**config.mk**
```make
export PLATFORM = sky130hd
export DESIGN_NAME = lesf_csr
export DESIGN_NICKNAME = d
export VERILOG_FILES = /design/src/rtl/core/lesf_pkg.sv /design/src/rtl/core/lesf_csr.sv
export SDC_FILE = /design/constraint.sdc
export NUM_CORES = 1
export LEC_CHECK = 0
export ABC_AREA = 1
export BUFFER_PORTS_ARGS = -buffer_cell sky130_fd_sc_hd__buf_2
export CORE_ASPECT_RATIO = 0.6
export CORE_MARGIN = 2
export CORE_UTILIZATION = 30
export CTS_BUF_LIST = sky130_fd_sc_hd__clkbuf_2
export DETAILED_ROUTE_END_ITERATION = 8
export GPL_TIMING_DRIVEN = 0
export PLACE_DENSITY = 0.53
export SKIP_LAST_GASP = 1
export SLEW_MARGIN = 0
export SYNTH_ARGS = -nofsm -noshare
export SYNTH_HDL_FRONTEND = slang
export SYNTH_SLANG_ARGS = --single-unit
```
**constraint.sdc**
```tcl
create_clock -name clock -period 1.1 [get_ports clock]
set_clock_uncertainty 0.1 [all_clocks]
set_input_delay 0.11 -clock clock [delete_from_list [all_inputs] [get_ports clock]]
set_output_delay 0.11 -clock clock [all_outputs]
set_load 0.005 [all_outputs]
```
**src/rtl/core/lesf_pkg.sv**
```systemverilog
// Shared widths, codes, reset values and types of the largest empty square finder.
package lesf_pkg;

   localparam int CHAR_W    = 8;
   localparam int SIZE_W    = 11;
   localparam int POS_W     = 10;
   localparam int ERR_W     = 2;
   localparam int CNT_W     = 11;
   localparam int CSR_IDX_W = 3;
   localparam int CSR_W     = 11;

   localparam int MAX_COLS_DEF = 1024;
   localparam int MAX_ROWS_DEF = 1024;

   // Register indexes of the configuration port.
   localparam logic [CSR_IDX_W-1:0] CSR_EMPTY_CHAR    = 3'd0;
   localparam logic [CSR_IDX_W-1:0] CSR_OBSTACLE_CHAR = 3'd1;
   localparam logic [CSR_IDX_W-1:0] CSR_FILL_CHAR     = 3'd2;
   localparam logic [CSR_IDX_W-1:0] CSR_ROW_COUNT     = 3'd3;
   localparam logic [CSR_IDX_W-1:0] CSR_COL_COUNT     = 3'd4;

   // Error codes reported in error_kind.
   localparam logic [ERR_W-1:0] ERR_NONE = 2'd0;
   localparam logic [ERR_W-1:0] ERR_CHAR = 2'd1;
   localparam logic [ERR_W-1:0] ERR_LEN  = 2'd2;
   localparam logic [ERR_W-1:0] ERR_DUP  = 2'd3;

   localparam logic [CHAR_W-1:0] EMPTY_CHAR_RST    = 8'd46;
   localparam logic [CHAR_W-1:0] OBSTACLE_CHAR_RST = 8'd111;
   localparam logic [CHAR_W-1:0] FILL_CHAR_RST     = 8'd120;
   localparam logic [CNT_W-1:0]  ROW_COUNT_RST     = 11'd1;
   localparam logic [CNT_W-1:0]  COL_COUNT_RST     = 11'd1;

   typedef struct packed {
      logic [CHAR_W-1:0] empty_char;
      logic [CHAR_W-1:0] obstacle_char;
      logic [CHAR_W-1:0] fill_char;
      logic [CNT_W-1:0]  row_count;
      logic [CNT_W-1:0]  col_count;
   } cfg_type;

   typedef struct packed {
      logic [SIZE_W-1:0] square_here;
      logic [SIZE_W-1:0] best_size;
      logic [POS_W-1:0]  best_row;
      logic [POS_W-1:0]  best_col;
      logic [ERR_W-1:0]  error_kind;
      logic              grid_done;
   } rsp_type;

endpackage

```
**src/rtl/core/lesf_csr.sv**
```systemverilog
// Configuration registers written through the plain write port.
module lesf_csr import lesf_pkg::*; (
   input  logic                 clock,
   input  logic                 reset,
   input  logic                 csr_wr_en,
   input  logic [CSR_IDX_W-1:0] csr_index,
   input  logic [CSR_W-1:0]     csr_wdata,
   output cfg_type              cfg
);

   cfg_type cfg_ff;
   cfg_type cfg_in;

   always_comb begin
      cfg_in = cfg_ff;
      if (csr_wr_en) begin
         unique case (csr_index)
            CSR_EMPTY_CHAR:    cfg_in.empty_char    = csr_wdata[CHAR_W-1:0];
            CSR_OBSTACLE_CHAR: cfg_in.obstacle_char = csr_wdata[CHAR_W-1:0];
            CSR_FILL_CHAR:     cfg_in.fill_char     = csr_wdata[CHAR_W-1:0];
            CSR_ROW_COUNT:     cfg_in.row_count     = csr_wdata[CNT_W-1:0];
            CSR_COL_COUNT:     cfg_in.col_count     = csr_wdata[CNT_W-1:0];
            default:           cfg_in = cfg_ff;
         endcase
      end
   end

   always_ff @(posedge clock) begin
      if (reset) begin
         cfg_ff.empty_char    <= EMPTY_CHAR_RST;
         cfg_ff.obstacle_char <= OBSTACLE_CHAR_RST;
         cfg_ff.fill_char     <= FILL_CHAR_RST;
         cfg_ff.row_count     <= ROW_COUNT_RST;
         cfg_ff.col_count     <= COL_COUNT_RST;
      end else begin
         cfg_ff <= cfg_in;
      end
   end

   assign cfg = cfg_ff;

endmodule

```
After elaboration in Yosys (flattened, before gate mapping):

Cells that the tools add are included.

* $add $sub $neg: 0
* $mul: 0
* divide/modulo/power cells: 0
* order comparisons: 0
* equality and inequality tests: 4
* shift-type cells: 0
* mux-type cells: 0
* bitwise operators: 0
* reductions and logical operators: 6

Operator list (count)
* $reduce_and 2->1: 5
* $eq 3x2->1 const B: 2
* $eq 3x1->1 const B: 1
* $eq 3x3->1 const B: 1
* $logic_not 3->1: 1

* register bits: 46
* bits in latches: 0
* RAM bits: 0
* ROM bits: 0
* bits of input ports: 17
* output and inout bits: 46
* logic and storage cells: 15
* memories kept: 0

Logic depth before layout (Yosys ltp):

* depth in word-level cells: 2
* gate-level depth with buffers: 6
* mapped depth without buffers: 5

Worst setup path after synthesis:

OpenSTA, ideal clock, no wires.

* path kind: input -> register
* from: in csr_index[0]
* to: reg cfg_ff (netlist bit cfg[1])
* setup time: 0.113 ns
* arrival time: 0.715 ns
* required time: 0.887 ns
* slack: 0.173 ns
* stages on the path: 5
* buffers on the path: 1
* path through: nor2_1 > buf_4 > nand3_1 > nand2_1 > nor2_1

* word-level cells in the longest chain between the ends: 2

Ends and longest elaborated chain
* start, declared: RTL line lesf_csr.sv:6 `input logic [CSR_IDX_W-1:0] csr_index,`
* $eq 3x3->1: RTL line lesf_csr.sv:17 `unique case (csr_index)`
* $reduce_and 2->1 (no line)
* end signal, assigned: RTL line lesf_csr.sv:36 `cfg_ff <= cfg_in;`
* end, declared: RTL line lesf_csr.sv:11 `cfg_type cfg_ff;`

No other way between the ends.
A chain may end at the register's enable or synchronous reset.

Worst setup path in the final report:

* from: reg cfg_ff (netlist bit cfg[10])
* to: out cfg[10] (netlist name)

RTL lines
* end, declared: RTL line lesf_csr.sv:8 `output cfg_type cfg`

No word-level cell between the ends.

==> results_dict.tcl <==
set metrics [dict create \
    placed_cells 401 \
    tightest_slew_ns 0.595 \
    final_area_sq_um 2590 \
    r2r_cells 3 \
    grt_pass1_vias 1778 \
    fin_crit_sh 1.01 \
    max_stage_delay_ns 0.39 \
    slowest_stage "dfxtp_2" \
    cp.required_ns 0.89 \
    cts_root_buffer "clkbuf_2" \
    crit_path_end_kind "primary output" \
    syn_nets 276 \
    min_period_ns 1.11 \
    status "finished with violations" \
    initial_core_util 0.316 \
    cts_max_level 2 \
    cp-start-kind "flip-flop" \
    synth_flop_cell "dfxtp_1" \
    coreArea_sq_um 5680 \
    worstSetupPathType "flip-flop to primary output" \
    setup_viol 13 \
    synthTopCellsByCount "nand2_1 (69), nor2_1 (69), dfxtp_1 (46), nand3_1 (46), inv_1 (15)" \
    grt.total_usage 0.170 \
    instances_no_fill 427 \
    seq_area_sq_um 978 \
    fmax_mhz 898 \
    synth_cell_types 12 \
    netlist_top_cells_area "dfxtp_1 (51%), nand2_1 (14%), nor2_1 (14%)" \
    worstPathMaxFanout 2 \
    cp-startpoint "cfg[10]" \
    cts_tree "yes" \
    io_buffers 62 \
    largest_reg_flops 46 \
    fin_nets 363 \
    drv_cap 0 \
    slew_headroom 0.602 \
    arrival_ns 0.90 \
    die_area_sq_um 6640 \
    hp-start "csr_wr_en" \
    synth_warnings 0 \
    drt_iter0_drc 166 \
    viasPerCell 4.44 \
    multiInputGateArea_sq_um 758 \
    total_power_mw 2.90 \
    die_x_microns 104 \
    finalHoldViolations 0 \
    ys_seq_area_frac 0.513 \
    grt_max_degree 14 \
    rsz0062_at_grt "true" \
    synth_edf_count 0 \
    path_clk_slew_ns 0.22 \
    async_flop_share 0 \
    drive_above_1_share 0.357 \
    finalWorstSetupSlack_ns -0.0137 \
    holdPathStages 5 \
    synth_area_leader_cell "dfxtp_1" \
    synth_seq_cells 46 \
    antenna_found_initial 0 \
    first_pass_iters 5 \
    dp_hpwl_mm 3.96 \
    pin_count 63 \
    clk_path_buf_depth 2 \
    violations "setup timing" \
    power_density_nw_per_um2 1120 \
    drc 0 \
    reg2reg_from "cfg[26]" \
    grt_pass1_wl_mm 8.78 \
    cts_sinks 46 \
    row_count 21 \
    syn-cell-area_sq_um 1790 \
    hold-path-endpoint "cfg[10]" \
    synth_cells 259 \
    clkLatencyLatePin_ns 0.39 \
    grt_overflow 0 \
    cp_top_family "flip-flops" \
    synth_top_area_frac 0.513 \
    wl_per_cell_microns 12.8 \
    cts_made_buffers 5 \
    cp_cell_sequence "buf_2" \
    diodes 0 \
    vias 1898 \
    post-place-ws_ns -0.161 \
    reg2reg_to "cfg[26]" \
    placed_cell_area_sq_um 2200 \
    gp_congestion 0.819 \
    drtAntennaViolNets 0 \
    slew_viol_final 0 \
    peakVddDrop_v 0.000552 \
    p_leak_nw 1.26 \
    final.fill_count 645 \
    syn_avg_cell_area_sq_um 6.93 \
    cp.buffers_inverters 1 \
    die_y_microns 63.9 \
    wl_mm 5.48 \
    r2r_slack_ns 0.29 \
    hold_class "primary input to flip-flop" \
    area_growth_pct 44.5 \
]
-- layout by cell type, fill, tap and decap left out, types with 6 or more instances in the layout --
cell type      Yosys  layout
nand2_1           69      69
buf_2              2      45
nand3_1           46      46
buf_4              3       6
clkbuf_2           0       6
buf_6              0      19
inv_1             15      15
dfxtp_2            0      46
dlygate4sd3_1      0      15
nor2_1            69      69
-- worst max-delay path by stage --
stage | endpoint | cells after the start | slack, ns
3_5_place_dp | cfg[45] | 6 | -0.16
3_3_place_gp | cfg[41] | 6 | -0.15
4_1_cts | cfg[37] | 1 | -0.04
5_1_grt | cfg[10] | 1 | -0.1
2_1_floorplan | cfg[1] | 5 | 0.17
6_report | cfg[10] | 1 | -0.01
-- cells by family after synthesis --
family | after synthesis | synth area share
buffers and inverters | 27 | 0.0642
AO/OA/AOI/OAI | 2 | 0.00558
flip-flops | 46 | 0.513
AND/OR/NAND/NOR | 184 | 0.417
-- through the flow --
stage                util  hold WS (ns)  TNS, ns
floorplan               -         0.123        0
detailed placement  0.388         0.238    -5.15
CTS                 0.440       0.00393    -1.15
global route        0.457        0.0289    -3.40
finish              0.457        0.0135  -0.0769
global placement    0.388         0.242    -5.38
-- power by group --
group          leakage, nW  switching [mW]  internal [mW]  total [mW]
logic                0.846           0.243          0.199       0.442
clock network       0.0304           0.532          0.156       0.688
registers            0.381          0.0338           1.74        1.77
total                 1.26           0.808           2.09        2.90
-- repair_timing --
item | 4_1_cts | 5_1_grt
gates resized for setup | 49 | 16
hold buffers | 15 | 0
setup buffers | 2 | 1
endpoints found under the setup margin | 46 | 46
pin swaps | 0 | 0
hold endpoints to repair | 30 | 0
-- cell type report --
cell class,count,share of cell area
multi-input combinational,186,0.292
timing repair buffer,80,0.232
tap,80,0.0386
clock buffer,6,0.0116
clock inverter,2,0.00338
sequential,46,0.377
inverter,18,0.0261
buffer,9,0.0183
-- layer usage --
| layer | wire length [microns] | part of all wire | track usage | up-vias |
|---|---|---|---|---|
| met5 | 0 | 0 | 0 | - |
| met4 | 36 | 0.0066 | 0.0405 | 0 |
| met3 | 374 | 0.068 | 0.0449 | 5 |
| met2 | 2060 | 0.38 | 0.230 | 56 |
| li1 | - | - | - | 979 |
| met1 | 3000 | 0.55 | 0.263 | 858 |
No activity file was read; power rests on OpenSTA's default activity.
