===== src/rtl/core/lesf_pkg.sv =====
// Shared widths, codes, reset values and types of the largest empty square finder.
package lesf_pkg;

   localparam int CHAR_W    = 8;
   localparam int SIZE_W    = 11;
   localparam int POS_W     = 10;
   localparam int ERR_W     = 2;
   localparam int CNT_W     = 11;
   localparam int CSR_IDX_W = 3;
   localparam int CSR_W     = 11;

   localparam int MAX_COLS_DEF = 1024;
   localparam int MAX_ROWS_DEF = 1024;

   // Register indexes of the configuration port.
   localparam logic [CSR_IDX_W-1:0] CSR_EMPTY_CHAR    = 3'd0;
   localparam logic [CSR_IDX_W-1:0] CSR_OBSTACLE_CHAR = 3'd1;
   localparam logic [CSR_IDX_W-1:0] CSR_FILL_CHAR     = 3'd2;
   localparam logic [CSR_IDX_W-1:0] CSR_ROW_COUNT     = 3'd3;
   localparam logic [CSR_IDX_W-1:0] CSR_COL_COUNT     = 3'd4;

   // Error codes reported in error_kind.
   localparam logic [ERR_W-1:0] ERR_NONE = 2'd0;
   localparam logic [ERR_W-1:0] ERR_CHAR = 2'd1;
   localparam logic [ERR_W-1:0] ERR_LEN  = 2'd2;
   localparam logic [ERR_W-1:0] ERR_DUP  = 2'd3;

   localparam logic [CHAR_W-1:0] EMPTY_CHAR_RST    = 8'd46;
   localparam logic [CHAR_W-1:0] OBSTACLE_CHAR_RST = 8'd111;
   localparam logic [CHAR_W-1:0] FILL_CHAR_RST     = 8'd120;
   localparam logic [CNT_W-1:0]  ROW_COUNT_RST     = 11'd1;
   localparam logic [CNT_W-1:0]  COL_COUNT_RST     = 11'd1;

   typedef struct packed {
      logic [CHAR_W-1:0] empty_char;
      logic [CHAR_W-1:0] obstacle_char;
      logic [CHAR_W-1:0] fill_char;
      logic [CNT_W-1:0]  row_count;
      logic [CNT_W-1:0]  col_count;
   } cfg_type;

   typedef struct packed {
      logic [SIZE_W-1:0] square_here;
      logic [SIZE_W-1:0] best_size;
      logic [POS_W-1:0]  best_row;
      logic [POS_W-1:0]  best_col;
      logic [ERR_W-1:0]  error_kind;
      logic              grid_done;
   } rsp_type;

endpackage


===== src/rtl/core/lesf_skid.sv =====
// Response register with one skid entry so requests keep flowing while a response waits.
module lesf_skid import lesf_pkg::*; (
   input  logic    clock,
   input  logic    reset,
   input  logic    in_valid,
   output logic    in_ready,
   input  rsp_type in_data,
   output logic    out_valid,
   input  logic    out_ready,
   output rsp_type out_data
);

   logic    out_valid_ff, out_valid_in;
   logic    skid_valid_ff, skid_valid_in;
   rsp_type out_data_ff, out_data_in;
   rsp_type skid_data_ff, skid_data_in;

   always_comb begin
      out_valid_in  = out_valid_ff;
      skid_valid_in = skid_valid_ff;
      out_data_in   = out_data_ff;
      skid_data_in  = skid_data_ff;

      if (skid_valid_ff) begin
         if (out_ready) begin
            out_data_in   = skid_data_ff;
            skid_valid_in = 1'b0;
         end
      end else if (in_valid) begin
         if (!out_valid_ff || out_ready) begin
            out_valid_in = 1'b1;
            out_data_in  = in_data;
         end else begin
            skid_valid_in = 1'b1;
            skid_data_in  = in_data;
         end
      end else if (out_ready) begin
         out_valid_in = 1'b0;
      end
   end

   always_ff @(posedge clock) begin
      if (reset) begin
         out_valid_ff  <= 1'b0;
         skid_valid_ff <= 1'b0;
      end else begin
         out_valid_ff  <= out_valid_in;
         skid_valid_ff <= skid_valid_in;
      end
      out_data_ff  <= out_data_in;
      skid_data_ff <= skid_data_in;
   end

   assign in_ready  = !skid_valid_ff;
   assign out_valid = out_valid_ff;
   assign out_data  = out_data_ff;

endmodule


===== config.mk =====
export PLATFORM = sky130hd
export DESIGN_NAME = lesf_skid
export DESIGN_NICKNAME = d
export VERILOG_FILES = /design/src/rtl/core/lesf_pkg.sv /design/src/rtl/core/lesf_skid.sv
export SDC_FILE = /design/constraint.sdc
export NUM_CORES = 1
export LEC_CHECK = 0
export ABC_AREA = 1
export BUFFER_PORTS_ARGS = -buffer_cell sky130_fd_sc_hd__buf_2
export CELL_PAD_IN_SITES_DETAIL_PLACEMENT = 1
export CELL_PAD_IN_SITES_GLOBAL_PLACEMENT = 1
export CORE_MARGIN = 2
export CORE_UTILIZATION = 38
export CTS_BUF_LIST = sky130_fd_sc_hd__clkbuf_2
export DETAILED_ROUTE_END_ITERATION = 6
export GPL_ROUTABILITY_DRIVEN = 0
export GPL_TIMING_DRIVEN = 0
export PLACE_DENSITY = 0.86
export SLEW_MARGIN = 20
export SYNTH_ARGS = -nofsm -noshare
export SYNTH_HDL_FRONTEND = slang
export SYNTH_SLANG_ARGS = --single-unit
export TNS_END_PERCENT = 1

===== constraint.sdc =====
create_clock -name clock -period 3.45 [get_ports clock]
set_input_delay 0.69 -clock clock [delete_from_list [all_inputs] [get_ports clock]]
set_output_delay 0.69 -clock clock [all_outputs]
set_load 0.01 [all_outputs]

# Yosys cells after proc, flatten, opt, wreduce, memory -nomap -nowiden
# Index checks and enable logic that the tools add are counted.
dict set report op_classes {
  n_eq_ne 2
  mux 11
  n_bitwise 2
  n_reduce_logical 9
}
# operator n
set op_table {}
lappend op_table {{2-to-1 mux 45 bit} 4}
lappend op_table {{AND reduction 3 bit} 3}
lappend op_table {{2-to-1 mux 1 bit} 7}
lappend op_table {{nonzero test 2 bit} 3}
lappend op_table {{logical NOT 1 bit} 2}
lappend op_table {{!= test 2 x 1 -> 1 bit, second input constant} 1}
lappend op_table {{!= test 2 bit, second input constant} 1}
lappend op_table {{inverter 1 bit} 2}
lappend op_table {{logical OR 1 bit} 1}
dict set report word_totals {
  reg_bits 92
  in_bits 49
  output_inout_bits 47
  word_cells 38
}

# Logic depth before layout (Yosys ltp)
# Gate-level depths: netlist of run 1.
dict set report depth {
  ltp_word 5
  mapped_depth 6
  depth_no_buf 5
}

# Worst setup path after synthesis of run 1
# OpenSTA, ideal clock, no wires.
dict set report synth_timing {
  kind {input to register}
  startpoint {input port in_valid}
  endpoint {register out_data_ff, in the netlist out_data[0], enable pin}
  setup_ps 464
  t_arrival_ps 2992
  required_time_ps 2986
  setup_slack_ps -6
  stages 2
  path_buffers 0
  cell_sequence {nand2_1 > o22ai_1}
}
dict set report synth_via {
  elab_chain_cells 2
}
# element line
set synth_lines {}
lappend synth_lines {{from (decl)} lesf_skid.sv:5} ;# input logic in_valid,
lappend synth_lines {{nonzero test 2 bit (no line)} -}
lappend synth_lines {{AND reduction 3 bit (no line)} -}
lappend synth_lines {{to (signal assigned)} lesf_skid.sv:50} ;# out_data_ff <= out_data_in;
lappend synth_lines {{to (decl)} lesf_skid.sv:15} ;# rsp_type out_data_ff, out_data_in;
# Every way passes these cells.
# A chain may end at the register's enable or synchronous reset.

# Worst setup path after layout of run 1
dict set report layout_timing {
  startpoint {register skid_valid_ff}
  endpoint {output port in_ready}
}
dict set report layout_via {
  elab_chain_cells 1
}
# element line
set layout_lines {}
lappend layout_lines {{from (decl)} lesf_skid.sv:14} ;# logic skid_valid_ff, skid_valid_in;
lappend layout_lines {{from (signal assigned)} lesf_skid.sv:48} ;# skid_valid_ff <= skid_valid_in;
lappend layout_lines {{logical NOT 1 bit} lesf_skid.sv:54} ;# assign in_ready = !skid_valid_ff;
lappend layout_lines {{to (decl)} lesf_skid.sv:6} ;# output logic in_ready,
# Every way passes these cells.

==> flow_summary.toml, run 1 <==
[worst_setup_path]
setup.worst_path.class = "flip-flop to output pin"
crit_top_cell = "sky130_fd_sc_hd__buf_2"
crit_path_start_kind = "flip-flop"
crit_path_end_kind = "output pin"
cp_cell_sequence = "inv_2 > buf_2 > buf_2"
largest_incremental_delay_on_the_critical_path_ps = 390
worst-path-max-fanout = 10
critical_path.startpoint = "skid_valid_ff$_SDFF_PP0_"
crit_arrival_ps = 1350
worst_path_max_delay_cell = "sky130_fd_sc_hd__dfxtp_1"
worstPathRequired_ps = 2760
critical_path.top_delay_family = "buffers and inverters"
rr_startpoint = "skid_valid_ff$_SDFF_PP0_"
worstPathBufferInverterCount = 3

[logic_synthesis]
synth_fp_nets = 304
synthesis.yosys.warnings = 0
mappedNetlistArea_mm2 = 0.00338
average_size_of_a_mapped_cell_um2 = 13.3
post_synth_inst_count = 255
ys_types = 11
ff_latch_count_synth = 92
synth_seq_area_share = 0.811

[die]
dieArea_mm2 = 0.00967
placementRows = 34
initial_core_util = 0.390
die_w_um = 98.3
placeableCoreArea_mm2 = 0.00868
top_level_ports = 96
die_y_um = 98.3

[placement]
placement_stage_worst_setup_slack_ps = 1290
dp.cells = 461
hpwlAfterDp_mm = 5.42
quantity_of_i_o_buffers_inserted_on_ports = 95

[routing]
detail_route.wl_per_cell_um = 16.2
detailroute.via_count = 2215
route.detailed.vias_per_inst = 4.65
firstDrtPassIters = 4
drt_iter0_drc = 41
drc_errors = 0
routed_wl_mm = 7.72
drtAntennaViolNets = 0

[final_layout]
footprint_of_the_multi_input_gates_um2 = 567
final_nets = 413
layout_cells_sized_above_1 = 0.340
most_frequent_standard_cell_in_the_layout_excluding_fill_and_tap_cells = "sky130_fd_sc_hd__nand2_1"
fillerInstances = 951
antenna_cells_inserted = 0
ff_latch_area_mm2 = 0.00274
area.growth.synth_to_final_pct = 24.8
final_cell_mix = "sky130_fd_sc_hd__nand2_1 (141), sky130_fd_sc_hd__buf_2 (101), sky130_fd_sc_hd__edfxtp_1 (90), sky130_fd_sc_hd__clkbuf_2 (10), sky130_fd_sc_hd__inv_1 (5)"
post_layout_nonfiller_instances = 476

[timing]
period_needed_ps = 2040
worst_slack_ps = 1410
worstMarginPinSlew_ps = 645
portion_of_the_clock_cycle_consumed_by_the_worst_path_in_the_final_layout = 0.591
report.final.slew_viol_count = 0
timing.final.setup_violations = 0
hold_violations = 0
rsz0062_at_grt = "false"
fin_tns_setup_ps = 0
worst_clock_skew_ps = 36.4
max_slew_margin = 0.570
max_freq_mhz = 490

[status]
status = "finished clean"

[clock_tree]
cts_h_tree_depth = 3
numClockSinks = 92
clkTransAtPathRegs_ps = 260
post-cts-setup-buffer-count = 0
later_pin_clock_latency_in_the_skew_report_ps = 530
cts_hold_buf = 0
clockBufferDepth = 2
cts_tree = "yes"
tritoncts.num_buffers = 9
ctsResizeCount = 0
clock-root-buffer = "sky130_fd_sc_hd__clkbuf_2"

[job]
timing.max_cap.violations = 0

[power]
power_leakage_uw = 0.00183
power.ir.vdd_worst_uv = 210
power_density_mw_per_mm2 = 513

[grt]
globalRoute.totalOverflow = 0
globalRouteTotalUtil = 0.167
grt_antenna_before_repair = 0
first_pass_grt_wire_length_mm = 12.4
maximum_number_of_pins_on_one_net_before_global_route_repair = 28
first_global_vias = 2418

[hold_path]
hold_path_startpoint = "in_data[21]"
worst_hold_path_type = "input port to flip-flop"
-- Yosys cell counts --
cell type,count,area share
sky130_fd_sc_hd__o22ai_1,1,0.0019
sky130_fd_sc_hd__buf_2,6,0.0089
sky130_fd_sc_hd__edfxtp_1,90,0.80
sky130_fd_sc_hd__dfxtp_1,2,0.012
sky130_fd_sc_hd__a21oi_1,1,0.0015
sky130_fd_sc_hd__nor2_1,2,0.0022
sky130_fd_sc_hd__nand3_1,1,0.0015
sky130_fd_sc_hd__inv_2,1,0.0011
sky130_fd_sc_hd__inv_1,6,0.0067
sky130_fd_sc_hd__buf_4,4,0.0089
sky130_fd_sc_hd__nand2_1,141,0.16
-- through the flow --
stage,hold WS (ps),cell area (um2),util,total power [uW]
after floorplan,491,3390,-,1420
after global placement,498,4000,0.461,1510
after detailed placement,506,4070,0.469,1530
after CTS,289,4220,0.486,2190
after global routing,251,4220,0.486,2260
final,327,4220,0.486,2170
-- sequential cells by signal, indices dropped and copies added (netlist names) --
register,count
out_data,45
skid_data_ff,45
out_valid,1
skid_valid_ff,1
-- per-layer routing --
metal	up-vias	wire length [um]	track usage
met5	-	0	0
met4	0	74	0.0432
met3	8	414	0.0429
met2	66	3940	0.286
met1	1073	3280	0.212
li1	1068	-	-
-- path summary, 6_finish.rpt --
check,end,slack (ps),cells after the start
setup reg to reg,out_data[19]$_DFFE_PP_,1630,5
hold / removal,skid_data_ff[21]$_DFFE_PP_,330,1
hold reg to reg,out_data[33]$_DFFE_PP_,550,2
setup / recovery,in_ready,1410,3
-- report_power, final --
group / internal (uW) / switching [uW] / total, uW
Sequential: 1300 / 14.4 / 1310
Combinational: 76.1 / 118 / 194
Clock: 309 / 353 / 662
Total: 1680 / 485 / 2170
-- layout make-up --
type / count / share of cell area
buffer: 10 / 0.0142
clock buffer: 10 / 0.0119
clock inverter: 5 / 0.0240
inverter: 7 / 0.00623
multi-input combinational: 146 / 0.134
sequential: 92 / 0.650
tap: 108 / 0.0320
timing repair buffer: 98 / 0.127
-- worst register-to-register path, stage by stage, from the launching register on --
cell	delay [ps]
sky130_fd_sc_hd__dfxtp_1	390
sky130_fd_sc_hd__inv_2	80
sky130_fd_sc_hd__buf_4	180
sky130_fd_sc_hd__nand2_1	130
sky130_fd_sc_hd__o22ai_4	520
sky130_fd_sc_hd__buf_16	250
-- cells by family after synthesis --
family,after synthesis,synth area share
buffers and inverters,17,0.0255
DFF,92,0.811
AOI/OAI and AO/OA,2,0.00333
and+or+nand+nor,144,0.160
(Power assumes the default switching activity.)
==> run 2: changes to the inputs <==
- clock period: 3.45 -> 1.87 ns (I/O delays scaled with it)
==> flow_summary.toml, run 2 (same netlist as run 1, synthesis figures left out) <==
[die]
dieArea_mm2 = 0.00967
placementRows = 34
initial_core_util = 0.390
top_level_ports = 96
die_w_um = 98.3
die_y_um = 98.3
placeableCoreArea_mm2 = 0.00868

[routing]
routed_wl_mm = 8.18
route.detailed.vias_per_inst = 4.61
detail_route.wl_per_cell_um = 15.6
firstDrtPassIters = 4
drt_iter0_drc = 67
drtAntennaViolNets = 0
detailroute.via_count = 2410
drc_errors = 0

[placement]
dp.cells = 461
hpwlAfterDp_mm = 5.34
placedInstanceArea_mm2 = 0.00408
quantity_of_i_o_buffers_inserted_on_ports = 95

[timing]
report.final.slew_viol_count = 0
rsz0062_at_grt = "false"
period_needed_ps = 1730
timing.final.setup_violations = 0
portion_of_the_clock_cycle_consumed_by_the_worst_path_in_the_final_layout = 0.926
worst_clock_skew_ps = 31.9
worstMarginPinSlew_ps = 400
max_slew_margin = 0.733
max_freq_mhz = 578
hold_violations = 0
finalHoldWorstSlack_ps = 200

[worst_setup_path]
setup.worst_path.class = "flip-flop to output pin"
crit_top_cell = "sky130_fd_sc_hd__buf_2"
crit_path_end_kind = "output pin"
regToRegSetupSlack_ps = 150
crit_arrival_ps = 1360
crit_path_start_kind = "flip-flop"
largest_incremental_delay_on_the_critical_path_ps = 450
cp_cell_sequence = "inv_2 > buf_2 > buf_2"
worst-path-max-fanout = 10
worstPathRequired_ps = 1500
worst_path_max_delay_cell = "sky130_fd_sc_hd__dfxtp_1"

[clock_tree]
post-cts-setup-buffer-count = 0
cts_tree = "yes"
later_pin_clock_latency_in_the_skew_report_ps = 530
tritoncts.num_buffers = 9
clockBufferDepth = 2
cts_h_tree_depth = 3
clkTransAtPathRegs_ps = 230
numClockSinks = 92
clock-root-buffer = "sky130_fd_sc_hd__clkbuf_2"

[grt]
globalRouteTotalUtil = 0.176
first_pass_grt_wire_length_mm = 13.1
grt_antenna_before_repair = 0
maximum_number_of_pins_on_one_net_before_global_route_repair = 28
first_global_vias = 2693
globalRoute.totalOverflow = 0

[final_layout]
layout_cells_sized_above_1 = 0.301
antenna_cells_inserted = 0
post_layout_nonfiller_instances = 523
final_area_mm2 = 0.00463
most_frequent_standard_cell_in_the_layout_excluding_fill_and_tap_cells = "sky130_fd_sc_hd__nand2_1"
area.growth.synth_to_final_pct = 36.9
final_cell_mix = "sky130_fd_sc_hd__nand2_1 (141), sky130_fd_sc_hd__buf_2 (101), sky130_fd_sc_hd__edfxtp_1 (90), sky130_fd_sc_hd__dlygate4sd3_1 (46), sky130_fd_sc_hd__clkbuf_2 (9)"
final_nets = 459

[power]
power_leakage_uw = 0.00199
power.ir.vdd_worst_uv = 335
power.internal_uw = 2770
tot_pwr_uw = 3700
power_density_mw_per_mm2 = 799
switching_share = 0.252
clock_power_share = 0.227
power.combinational.fraction = 0.119
seq_power_share = 0.654
switching_power_uw = 931

[status]
status = "finished clean"

[job]
timing.max_cap.violations = 0

[hold_path]
worst_hold_path_type = "input port to flip-flop"
[run 2: cell types whose count changed in the layout (fill, tap and decap cells not counted), sizes merged]
| cell | before | now |
|---|---|---|
| clkinv | 1 | 6 |
| bufinv | 3 | 0 |
| dlygate4sd3 | 0 | 46 |
| clkbuf | 10 | 9 |
[run 2: cell type report]
class	instances	area, um2
Clock inverter	7	42.5
Tap cell	108	135
Timing Repair Buffer	144	1010
Fill cell	943	4050
Inverter	7	27.5
Clock buffer	9	45.0
Multi-Input combinational cell	146	567
Sequential cell	92	2740
Buffer	10	60.1
[run 2: path summary, 6_finish.rpt]
path,from,cells past startpoint,end
worst max register to register,skid_valid_ff$_SDFF_PP0_,5,skid_data_ff[44]$_DFFE_PP_
worst min-delay path,out_ready,4,skid_valid_ff$_SDFF_PP0_
worst max-delay path,skid_valid_ff$_SDFF_PP0_,3,in_ready
worst min register to register,skid_data_ff[16]$_DFFE_PP_,2,out_data[16]$_DFFE_PP_
[run 2: power by group through the flow]
| stage | logic, uW | registers (uW) | clock network (uW) |
|---|---|---|---|
| after floorplan | 112 | 2510 | 0 |
| after global placement | 320 | 2460 | 0 |
| after detailed placement | 367 | 2470 | 0 |
| after CTS | 429 | 2420 | 874 |
| after global routing | 485 | 2430 | 950 |
| final | 440 | 2420 | 840 |
[run 2: metrics by stage]
stage / setup TNS, ps / setup WS (ps) / utilization
2_1_floorplan: -6610 / -147 / -
5_1_grt: 0 / 4.77 / 0.534
3_3_place_gp: -47130 / -607 / 0.462
3_5_place_dp: 0 / 72.9 / 0.470
4_1_cts: 0 / 79.7 / 0.524
6_report: 0 / 139 / 0.534
[run 2: worst max-delay path, delay by kind of cell, from the launching register on]
kind                   cells  cell delay (ps)
DFF                        1              450
buffers and inverters      3              400
[run 2: metal layers]
| metal | global-route usage | wire length (um) | share of wire | up-vias |
|---|---|---|---|---|
| li1 | - | - | - | 1165 |
| met1 | 0.200 | 3290 | 0.40 | 1150 |
| met2 | 0.313 | 4350 | 0.53 | 80 |
| met3 | 0.0523 | 383 | 0.047 | 15 |
| met4 | 0.0632 | 163 | 0.020 | 0 |
| met5 | 0 | 0 | 0 | - |
[run 2: timing repair]
item / in CTS / in global routing
hold buffers: 38 / 8
hold endpoints to repair: 38 / 8
setup endpoints to repair: 0 / 13
gates resized for setup: 0 / 1
