--- src/rtl/core/lesf_ram.sv ---
// Generic single-write, single-read RAM with registered read data.
module lesf_ram #(
   parameter int WIDTH = 8,
   parameter int DEPTH = 16
) (
   input  logic                     clock,
   input  logic                     wr_en,
   input  logic [$clog2(DEPTH)-1:0] wr_addr,
   input  logic [WIDTH-1:0]         wr_data,
   input  logic [$clog2(DEPTH)-1:0] rd_addr,
   output logic [WIDTH-1:0]         rd_data
);

   logic [WIDTH-1:0] mem [DEPTH];
   logic [WIDTH-1:0] rd_data_ff;

   always_ff @(posedge clock) begin
      if (wr_en) begin
         mem[wr_addr] <= wr_data;
      end
      rd_data_ff <= mem[rd_addr];
   end

   assign rd_data = rd_data_ff;

endmodule

--- config.mk ---
export PLATFORM = sky130hd
export DESIGN_NAME = lesf_ram
export DESIGN_NICKNAME = d
export VERILOG_FILES = /design/src/rtl/core/lesf_ram.sv
export SDC_FILE = /design/constraint.sdc
export NUM_CORES = 1
export LEC_CHECK = 0
export BUFFER_PORTS_ARGS = -buffer_cell sky130_fd_sc_hd__buf_2
export CORE_AREA = 2 2 134 136
export CTS_BUF_LIST = sky130_fd_sc_hd__clkbuf_8 sky130_fd_sc_hd__clkbuf_16
export DETAILED_ROUTE_END_ITERATION = 12
export DIE_AREA = 0 0 136 138
export HOLD_SLACK_MARGIN = 0.08
export PLACE_DENSITY = 0.43
export SLEW_MARGIN = 40
export SYNTH_ARGS = -nofsm -noshare
export SYNTH_HDL_FRONTEND = slang
export SYNTH_SLANG_ARGS = --single-unit
--- constraint.sdc ---
create_clock -name clock -period 2.5 [get_ports clock]
set_clock_uncertainty 0.1 [all_clocks]
set_input_delay 0.625 -clock clock [delete_from_list [all_inputs] [get_ports clock]]
set_output_delay 0.625 -clock clock [all_outputs]
set_load 0.1 [all_outputs]
# Word-level counts from Yosys, hierarchy flattened
# Memories as Yosys holds them, arrays and structs flattened. A register that Yosys moved wholly into a read port is not among the register bits.
# Cells that the tools add are included.
# op_classes
addsub	0
mul	0
div	0
magnitude_cmp	0
n_eq_ne	0
shift	0
muxes	2
bitwise_logic	0
n_reduce_logical	0
# ops
operator	n
$mux 1	2
# totals
register_bits	0
latchBits	0
ramBits	128
romBits	0
inputBits	18
output_inout_bits	8
memories	1
# mem_list
memory	words	word_bits	rd	rd_clocked_by_memory_dff	write_ports	line	text
mem	16	8	1	1	1	14	logic [WIDTH-1:0] mem [DEPTH];

# Depth between registers and ports, before layout
# Gate-level depths: netlist of run 1.
# logic_depth
word_depth	2
mapped_depth	5
depth_no_buf	3

# Worst setup path after synthesis of run 1
# OpenSTA, ideal clock, no wires.
# synth_timing
path_type	input to register
from	input port wr_addr[2]
to	memory mem[0][0], enable pin
arrival_ns	1.735
required_time_ns	2.017
setup_slack_ns	0.282
cell_stages	2
n_path_buf	0
cell_sequence	or3b_2 -> nor3_1
# synth_lines
element	line	text
start: declaration	8	input logic [$clog2(DEPTH)-1:0] wr_addr,
end: declaration	14	
# No word-level cell before the write port.

# Final worst setup path of run 1
# layout_timing
from	register rd_data_ff[0] (netlist: rd_data[0]), read port of mem
to	output port rd_data[0]
# layout_lines
element	line	text
start: declaration	15	logic [WIDTH-1:0] rd_data_ff;
end: declaration	11	output logic [WIDTH-1:0] rd_data
# No word-level cell between the ends.

==> impl_metrics.csv, run 1 <==
group,metric,value,unit
cts,clockRootBuffer,"clkbuf_16",
layout,fin_cells,529,
min_path,hold_class,"in -> reg",
worst_setup_path,worst-path-max-fanout,1,
worst_setup_path,end_kind,"output pin",
synthesis,synth_nets,247,
drt,drtIter0Drc,247,
synthesis,ys_ff_latch,136,
floorplanning,start_util,29.4,%
pwr,irDropWorstVdd,0.569,mV
sta,fin_setup_tns,0,ns
cts,cts_setup_buffers,0,
floorplanning,pin_count,26,
synthesis,syn_area,5150,sq um
cts,clk_latency,0.42,ns
global_routing,grt_pass1_wl,16600,um
floorplanning,fp.coreArea,17500,sq um
cts,hold_buffers,0,
min_path,hold_path_depth,1,
drt,drc,0,
worst_setup_path,cp-start-kind,"register",
cts,numCtsBuffers,17,
placed_design,dp.cells,498,
synthesis,synth.area.top_cells,"edfxtp_1 75%, mux4_2 7.9%, mux4_1 7.1%",
sta,slew_headroom,67.2,%
worst_setup_path,reg2reg_from,"mem[2][3]$_DFFE_PP_",
drt,wl_per_cell,20.5,um
global_routing,grt_pass1_vias,2673,
sta,fmax,0.502,GHz
layout,n_antenna_cell,0,
min_path,min_from,"wr_data[7]",
global_routing,antenna_found_initial,0,
worst_setup_path,cpPeakStageDelay,0.46,ns
global_routing,grt_use_total,12.6,%
placed_design,port_buffers,25,
synthesis,yosysWarnings,0,
floorplanning,rows,49,
layout,drive_gt1_share,31.0,%
sta,worst_slack,0.509,ns
drt,firstDrtPassIters,5,
sta,tightest_slew,0.496,ns
synthesis,synth_cell_types,19,
cts,cts_buffer_depth,2,
pwr,leakage,2.15,nW
layout,fin_nets,306,
sta,post-route-period-util,79.7,%
cts,clock_sinks,136,
worst_setup_path,critPathTopFamily,"buffers and inverters",
drt,vias,2411,
min_path,min_to,"mem[14][7]$_DFFE_PP_",
worst_setup_path,worstPathCellList,"buf_2",
floorplanning,dieArea,18800,sq um
placed_design,place_ws,0.161,ns
job,maxCapViolCount,0,
status,status,"complete, no violations",
cts,cts_tree,"built",
synthesis,synth_top_cell_by_area,"edfxtp_1",
floorplanning,die_width,136,um
worst_setup_path,crit_type,"reg -> out",
synthesis,yosysSeqAreaShare,77.8,%
floorplanning,die-height,138,um
synthesis,synth_area_per_cell,22.5,sq um
worst_setup_path,cp.arrival,1.27,ns
placed_design,dpl.hpwl,6910,um
worst_setup_path,r2r_slack,0.99,ns
cts,cts_resized,0,
worst_setup_path,crit_buf_inv,1,
sta,hold_violations,0,
worst_setup_path,rr_worst_depth,3,
sta,post-route-min-period,1.99,ns
worst_setup_path,critPathSlowestCell,"buf_2",
drt,via_per_inst,4.56,
layout,syn_to_final_growth,23.1,%
drt,wirelength,10800,um
worst_setup_path,timing.rr.end,"rd_data[3]$_DFF_P_",
global_routing,grt_max_degree,33,
synthesis,synthCells,229,
sta,final_max_slew_viol_count,0,
drt,antenna_left,0,
placed_design,place.gp.congestion,0.689,
global_routing,grt_overflow,0,
synthesis,yosysTopAreaCellShare,74.7,%
cts,clk_pin_slew,0.06,ns
sta,setup_viol,0,
worst_setup_path,critical_path_required,1.77,ns
sta,rsz0062_at_grt,"false",
pwr,power,5.62,mW
cts,htreeDepth,4,
pwr,powerDensity,888,nW/um^2
[cell usage in the layout, fill, tap and decap left out, types with 4 or more instances in the layout]
cell	count
a22oi_1	16
buf_2	25
buf_4	22
bufinv_16	6
clkbuf_16	17
clkinv_1	6
dfxtp_1	8
edfxtp_1	128
mux4_1	14
mux4_2	18
nand2_1	9
nor2_1	13
nor3_1	4
[registers in the layout, indices dropped and copies added (netlist names)]
| name | flops |
|---|---|
| rd_data | 8 |
| mem | 128 |
[how the worst max path moves through the flow]
stage | startpoint | slack (ns) | end | depth (start not counted)
after detailed placement | rd_addr[0] | 0.16 | rd_data[3]$_DFF_P_ | 5
after CTS | rd_data[0]$_DFF_P_ | 0.47 | rd_data[0] | 1
after floorplan | wr_addr[2] | 0.28 | mem[0][0]$_DFFE_PP_ | 2
final | rd_data[0]$_DFF_P_ | 0.51 | rd_data[0] | 1
after global routing | rd_data[0]$_DFF_P_ | 0.46 | rd_data[0] | 1
after global placement | rd_addr[0] | 0.16 | rd_data[3]$_DFF_P_ | 5
[cell usage after synthesis]
cell             number
and2_1                1
nand3_1               1
nand2_1               9
nand3b_1              2
dfxtp_1               8
nor3_1                4
mux4_1               14
mux4_2               18
nor2b_1               1
buf_4                 1
clkdlybuf4s25_2       3
buf_2                 3
buf_6                 3
nand2b_1              2
edfxtp_1            128
or3b_2                1
nor2_1               13
a22oi_1              16
and2b_1               1
[cell families (layout without fill, tap and decap cells)]
logic type | Yosys count | count (layout) | synth area share, %
DFF | 136 | 136 | 77.8
and+or+nand+nor | 35 | 35 | 3.18
muxes | 32 | 32 | 15.0
AOI/OAI and AO/OA | 16 | 16 | 2.33
buffers and inverters | 10 | 81 | 1.68
[final cells by class]
cell class | instances | area [sq um]
well taps | 229 | 287
clock buffers | 17 | 425
repair buffers | 50 | 350
fillers | 1678 | 11200
multi-input cells | 83 | 1060
flip-flops and latches | 136 | 4000
clock inverters | 14 | 211
[through the flow]
stage          util, %  hold WS (ns)  area [sq um]
2_1_floorplan        -         0.529          5150
3_3_place_gp      32.5         0.561          5700
3_5_place_dp      32.5         0.556          5700
4_1_cts           36.1         0.493          6330
5_1_grt           36.1         0.507          6330
6_report          36.1         0.501          6330
[layer usage]
metal | track usage [%] | vias to the layer above | share of wire (%)
met5 | 0 | - | 0
met4 | 5.43 | 0 | 1.4
met3 | 3.59 | 13 | 3.3
met2 | 18.8 | 40 | 46
met1 | 17.2 | 1266 | 49
li1 | - | 1092 | -
[power by group]
part | switching (mW) | internal [mW]
combinational | 0.246 | 0.111
sequential | 0.0172 | 2.55
clock | 0.864 | 1.83
total | 1.13 | 4.50
Power figures use the tool's default switching activity.
==> run 2: changes to the inputs <==
- clock period: 2.5 -> 1.9 ns (I/O delays scaled with it)
==> impl_metrics.csv, run 2 (synthesis gave the netlist of run 1 again) <==
group,metric,value,unit
status,status,"complete, no violations",
pwr,powerDensity,1090,nW/um^2
global_routing,antenna_found_initial,0,
worst_setup_path,end_kind,"output pin",
global_routing,grt_overflow,0,
min_path,min_from,"wr_data[6]",
cts,cts_resized,0,
sta,tightest_slew,0.773,ns
floorplanning,fp.coreArea,17500,sq um
cts,clockRootBuffer,"clkbuf_16",
sta,setup_viol,0,
drt,drtIter0Drc,180,
floorplanning,die-height,138,um
cts,hold_buffers,0,
sta,fmax,0.548,GHz
worst_setup_path,critPathTopFamily,"buffers and inverters",
floorplanning,die_width,136,um
sta,final_max_slew_viol_count,0,
worst_setup_path,worstPathCellList,"buf_2",
global_routing,grt_pass1_vias,2721,
placed_design,dp.cells,500,
drt,firstDrtPassIters,4,
floorplanning,dieArea,18800,sq um
worst_setup_path,critPathSlowestCell,"buf_2",
sta,rsz0062_at_grt,"false",
layout,top_register,"mem",
layout,drive_gt1_share,31.7,%
worst_setup_path,cpPeakStageDelay,0.46,ns
worst_setup_path,timing.rr.end,"rd_data[7]$_DFF_P_",
layout,multi_input_area,1060,sq um
placed_design,dpl.hpwl,7350,um
global_routing,grt_pass1_wl,16500,um
drt,wirelength,10900,um
worst_setup_path,reg2reg_from,"mem[9][7]$_DFFE_PP_",
cts,cts_tree,"built",
worst_setup_path,rr_worst_depth,3,
worst_setup_path,crit_buf_inv,1,
sta,post-route-min-period,1.82,ns
drt,antenna_left,0,
floorplanning,pin_count,26,
worst_setup_path,crit_type,"reg -> out",
layout,largest_register_ffs,128,
cts,numCtsBuffers,17,
layout,n_antenna_cell,0,
global_routing,top_usage_layer,"met2",
pwr,irDropWorstVdd,0.628,mV
global_routing,met1_usage,17.3,%
layout,final_cell_mix,"128 x edfxtp_1, 25 x buf_2, 21 x buf_4",
cts,clk_latency,0.41,ns
worst_setup_path,r2r_slack,0.39,ns
placed_design,place.gp.congestion,0.707,
global_routing,grt_max_degree,24,
cts,htreeDepth,4,
layout,nFillCells,1654,
job,maxCapViolCount,0,
worst_setup_path,cp-start-kind,"register",
worst_setup_path,cp.arrival,1.25,ns
floorplanning,start_util,29.4,%
min_path,hold_path_depth,1,
layout,syn_to_final_growth,22.7,%
global_routing,grt_util_met3,4.00,%
cts,clock_sinks,136,
sta,slew_headroom,48.4,%
drt,wl_per_cell,20.5,um
drt,via_per_inst,4.56,
sta,post-route-period-util,96.0,%
worst_setup_path,critical_path_required,1.32,ns
layout,seq_area,4000,sq um
layout,fin_nets,308,
global_routing,grt_use_total,12.4,%
placed_design,port_buffers,25,
global_routing,use_met2,18.6,%
worst_setup_path,worst-path-max-fanout,1,
cts,clk_pin_slew,0.05,ns
layout,fin_cells,532,
layout,layout.cells.most_common,"edfxtp_1",
min_path,hold_class,"in -> reg",
drt,vias,2427,
min_path,min_to,"mem[2][6]$_DFFE_PP_",
drt,drc,0,
sta,hold_violations,0,
cts,cts_setup_buffers,0,
pwr,leakage,2.16,nW
floorplanning,rows,49,
cts,cts_buffer_depth,2,
layout,final_core_util,36.0,%
==> run 2: cell types whose count changed in the layout (fill, tap and decap cells not counted), sizes merged <==
cell | previous run | this run
bufinv | 6 | 1
inv | 1 | 6
buf | 50 | 52
clkinv | 7 | 3
clkbuf | 17 | 22
==> run 2: layer usage <==
| layer | share of wire, % | wire length, um |
|---|---|---|
| met1 | 48 | 5260 |
| met4 | 1.0 | 109 |
| met3 | 4.1 | 442 |
| met2 | 47 | 5070 |
| met5 | 0 | 0 |
==> run 2: layout make-up <==
class / count / area share [%]
Timing Repair Buffer: 52 / 6.38
Clock buffer: 22 / 7.83
Sequential cell: 136 / 63.4
Clock inverter: 10 / 1.03
Multi-Input combinational cell: 83 / 16.8
Tap cell: 229 / 4.54
==> run 2: through the flow <==
stage | hold WS, ns | total power [mW] | worst slack (ns) | TNS [ns] | instance area [sq um]
floorplan | 0.474 | 3.75 | 0.0589 | 0 | 5150
global placement | 0.555 | 3.93 | -0.159 | -0.832 | 5760
detailed placement | 0.569 | 3.94 | -0.176 | -0.811 | 5760
CTS | 0.340 | 7.01 | 0.0533 | 0 | 6310
global route | 0.348 | 7.18 | 0.0303 | 0 | 6310
finish | 0.357 | 6.91 | 0.0762 | 0 | 6310
==> run 2: worst max-delay path by stage <==
stage / start / end / depth (start not counted)
after floorplan: wr_addr[2] / mem[3][0]$_DFFE_PP_ / 2
after global placement: rd_addr[0] / rd_data[5]$_DFF_P_ / 6
after detailed placement: rd_addr[0] / rd_data[5]$_DFF_P_ / 6
after CTS: rd_data[4]$_DFF_P_ / rd_data[4] / 1
after global routing: rd_data[0]$_DFF_P_ / rd_data[0] / 1
final: rd_data[0]$_DFF_P_ / rd_data[0] / 1
==> run 2: where the power goes <==
part           total, mW  leakage [nW]  internal, mW  switching (mW)
Sequential          3.38          1.22          3.36          0.0208
Clock               3.05         0.299          1.93            1.12
Combinational      0.486         0.639         0.157           0.329
==> run 3: changes to the inputs <==
- CORE_AREA: 2 2 134 136 -> 2 2 96 98
- DIE_AREA: 0 0 136 138 -> 0 0 98 100
- PLACE_DENSITY: 0.43 -> 0.75
==> impl_metrics.csv, run 3 (synthesis gave the netlist of run 1 again) <==
group,metric,value,unit
status,status,"complete, no violations",
worst_setup_path,cpPeakStageDelay,0.42,ns
layout,drive_gt1_share,33.3,%
worst_setup_path,crit_buf_inv,1,
global_routing,grt_max_degree,24,
cts,clk_latency,0.52,ns
job,maxCapViolCount,0,
sta,setup_viol,0,
floorplanning,rows,35,
floorplanning,fp.coreArea,8890,sq um
floorplanning,pin_count,26,
layout,fin_nets,308,
drt,vias,2489,
placed_design,port_buffers,25,
layout,final_cell_mix,"128 x edfxtp_1, 24 x buf_2, 24 x buf_4",
cts,cts_buffer_depth,2,
sta,rsz0062_at_grt,"false",
pwr,irDropWorstVdd,0.964,mV
sta,final_max_slew_viol_count,0,
cts,htreeDepth,4,
layout,largest_register_ffs,128,
placed_design,dpl.hpwl,6000,um
sta,hold_violations,0,
floorplanning,start_util,57.9,%
placed_design,placed_area,5570,sq um
worst_setup_path,cp.arrival,1.26,ns
drt,drtIter0Drc,241,
global_routing,grt_pass1_vias,2572,
sta,fin_setup_tns,0,ns
cts,cts_setup_buffers,0,
cts,numCtsBuffers,17,
cts,hold_buffers,0,
cts,clockRootBuffer,"clkbuf_8",
cts,cts_tree,"built",
layout,layout.cells.most_common,"edfxtp_1",
sta,slew_headroom,50.1,%
worst_setup_path,critPathSlowestCell,"buf_2",
sta,post-route-min-period,1.84,ns
layout,n_antenna_cell,0,
floorplanning,die-height,100,um
sta,hold_ws,0.232,ns
sta,tightest_slew,0.747,ns
worst_setup_path,crit_type,"reg -> out",
layout,syn_to_final_growth,19.5,%
global_routing,antenna_found_initial,0,
drt,wl_per_cell,23.6,um
worst_setup_path,worstPathCellList,"buf_2",
pwr,leakage,2.14,nW
drt,drc,0,
drt,via_per_inst,6.01,
min_path,hold_class,"in -> reg",
layout,fin_area,6150,sq um
drt,antenna_left,0,
global_routing,grt_pass1_wl,14900,um
worst_setup_path,end_kind,"output pin",
sta,post-route-period-util,96.8,%
worst_setup_path,cp-start-kind,"register",
floorplanning,dieArea,9800,sq um
floorplanning,die_width,98,um
pwr,powerDensity,1130,nW/um^2
layout,final_core_util,69.2,%
drt,wirelength,9750,um
cts,clock_sinks,136,
worst_setup_path,critical_path_required,1.32,ns
placed_design,place.gp.congestion,0.752,
sta,fmax,0.544,GHz
global_routing,grt_overflow,0,
cts,cts_resized,0,
cts,clk_pin_slew,0.06,ns
drt,firstDrtPassIters,4,
worst_setup_path,worst-path-max-fanout,1,
layout,top_register,"mem",
global_routing,grt_use_total,21.7,%
worst_setup_path,critPathTopFamily,"buffers and inverters",
run 3: cell types whose count changed in the layout (fill, tap and decap cells not counted), sizes merged:
cell | previous run | this run
clkinv | 3 | 6
clkbuf | 22 | 18
inv | 6 | 4
buf | 52 | 51
clkinvlp | 0 | 2
bufinv | 1 | 3
run 3: area by class of cell:
cell class / instances / area [sq um]
sequential: 136 / 4000
clock inverter: 15 / 163
timing repair buffer: 52 / 368
clock buffer: 17 / 414
multi-input combinational: 83 / 1060
tap: 111 / 139
fill: 543 / 2740
run 3: power breakdown:
part	internal (mW)	switching, mW	total [mW]
clock	1.98	1.16	3.13
combinational	0.150	0.320	0.470
sequential	3.36	0.0201	3.38
total	5.48	1.50	6.98
run 3: routing by layer:
metal  vias to the layer above  share of wire (%)  track usage [%]
li1                       1094                  -                -
met1                      1266                 39             28.7
met2                       117                 50             35.4
met3                        12                8.9             6.20
met4                         0                1.1             7.69
met5                         -                  0                0
run 3: metrics by stage:
step	setup slack [ns]	total power, mW	instances
after floorplan	0.0589	3.75	229
after detailed placement	-0.133	3.91	382
after CTS	0.0197	7.02	414
after global routing	0.00837	7.19	414
final	0.0615	6.98	414
after global placement	-0.107	3.89	382
run 3: worst paths after layout:
check	start	to	depth (start not counted)	slack [ns]
max	rd_data[2]$_DFF_P_	rd_data[2]	1	0.06
max reg2reg	mem[10][7]$_DFFE_PP_	rd_data[7]$_DFF_P_	4	0.40
min reg2reg	mem[14][4]$_DFFE_PP_	rd_data[4]$_DFF_P_	3	0.58
min	wr_data[5]	mem[14][5]$_DFFE_PP_	1	0.23
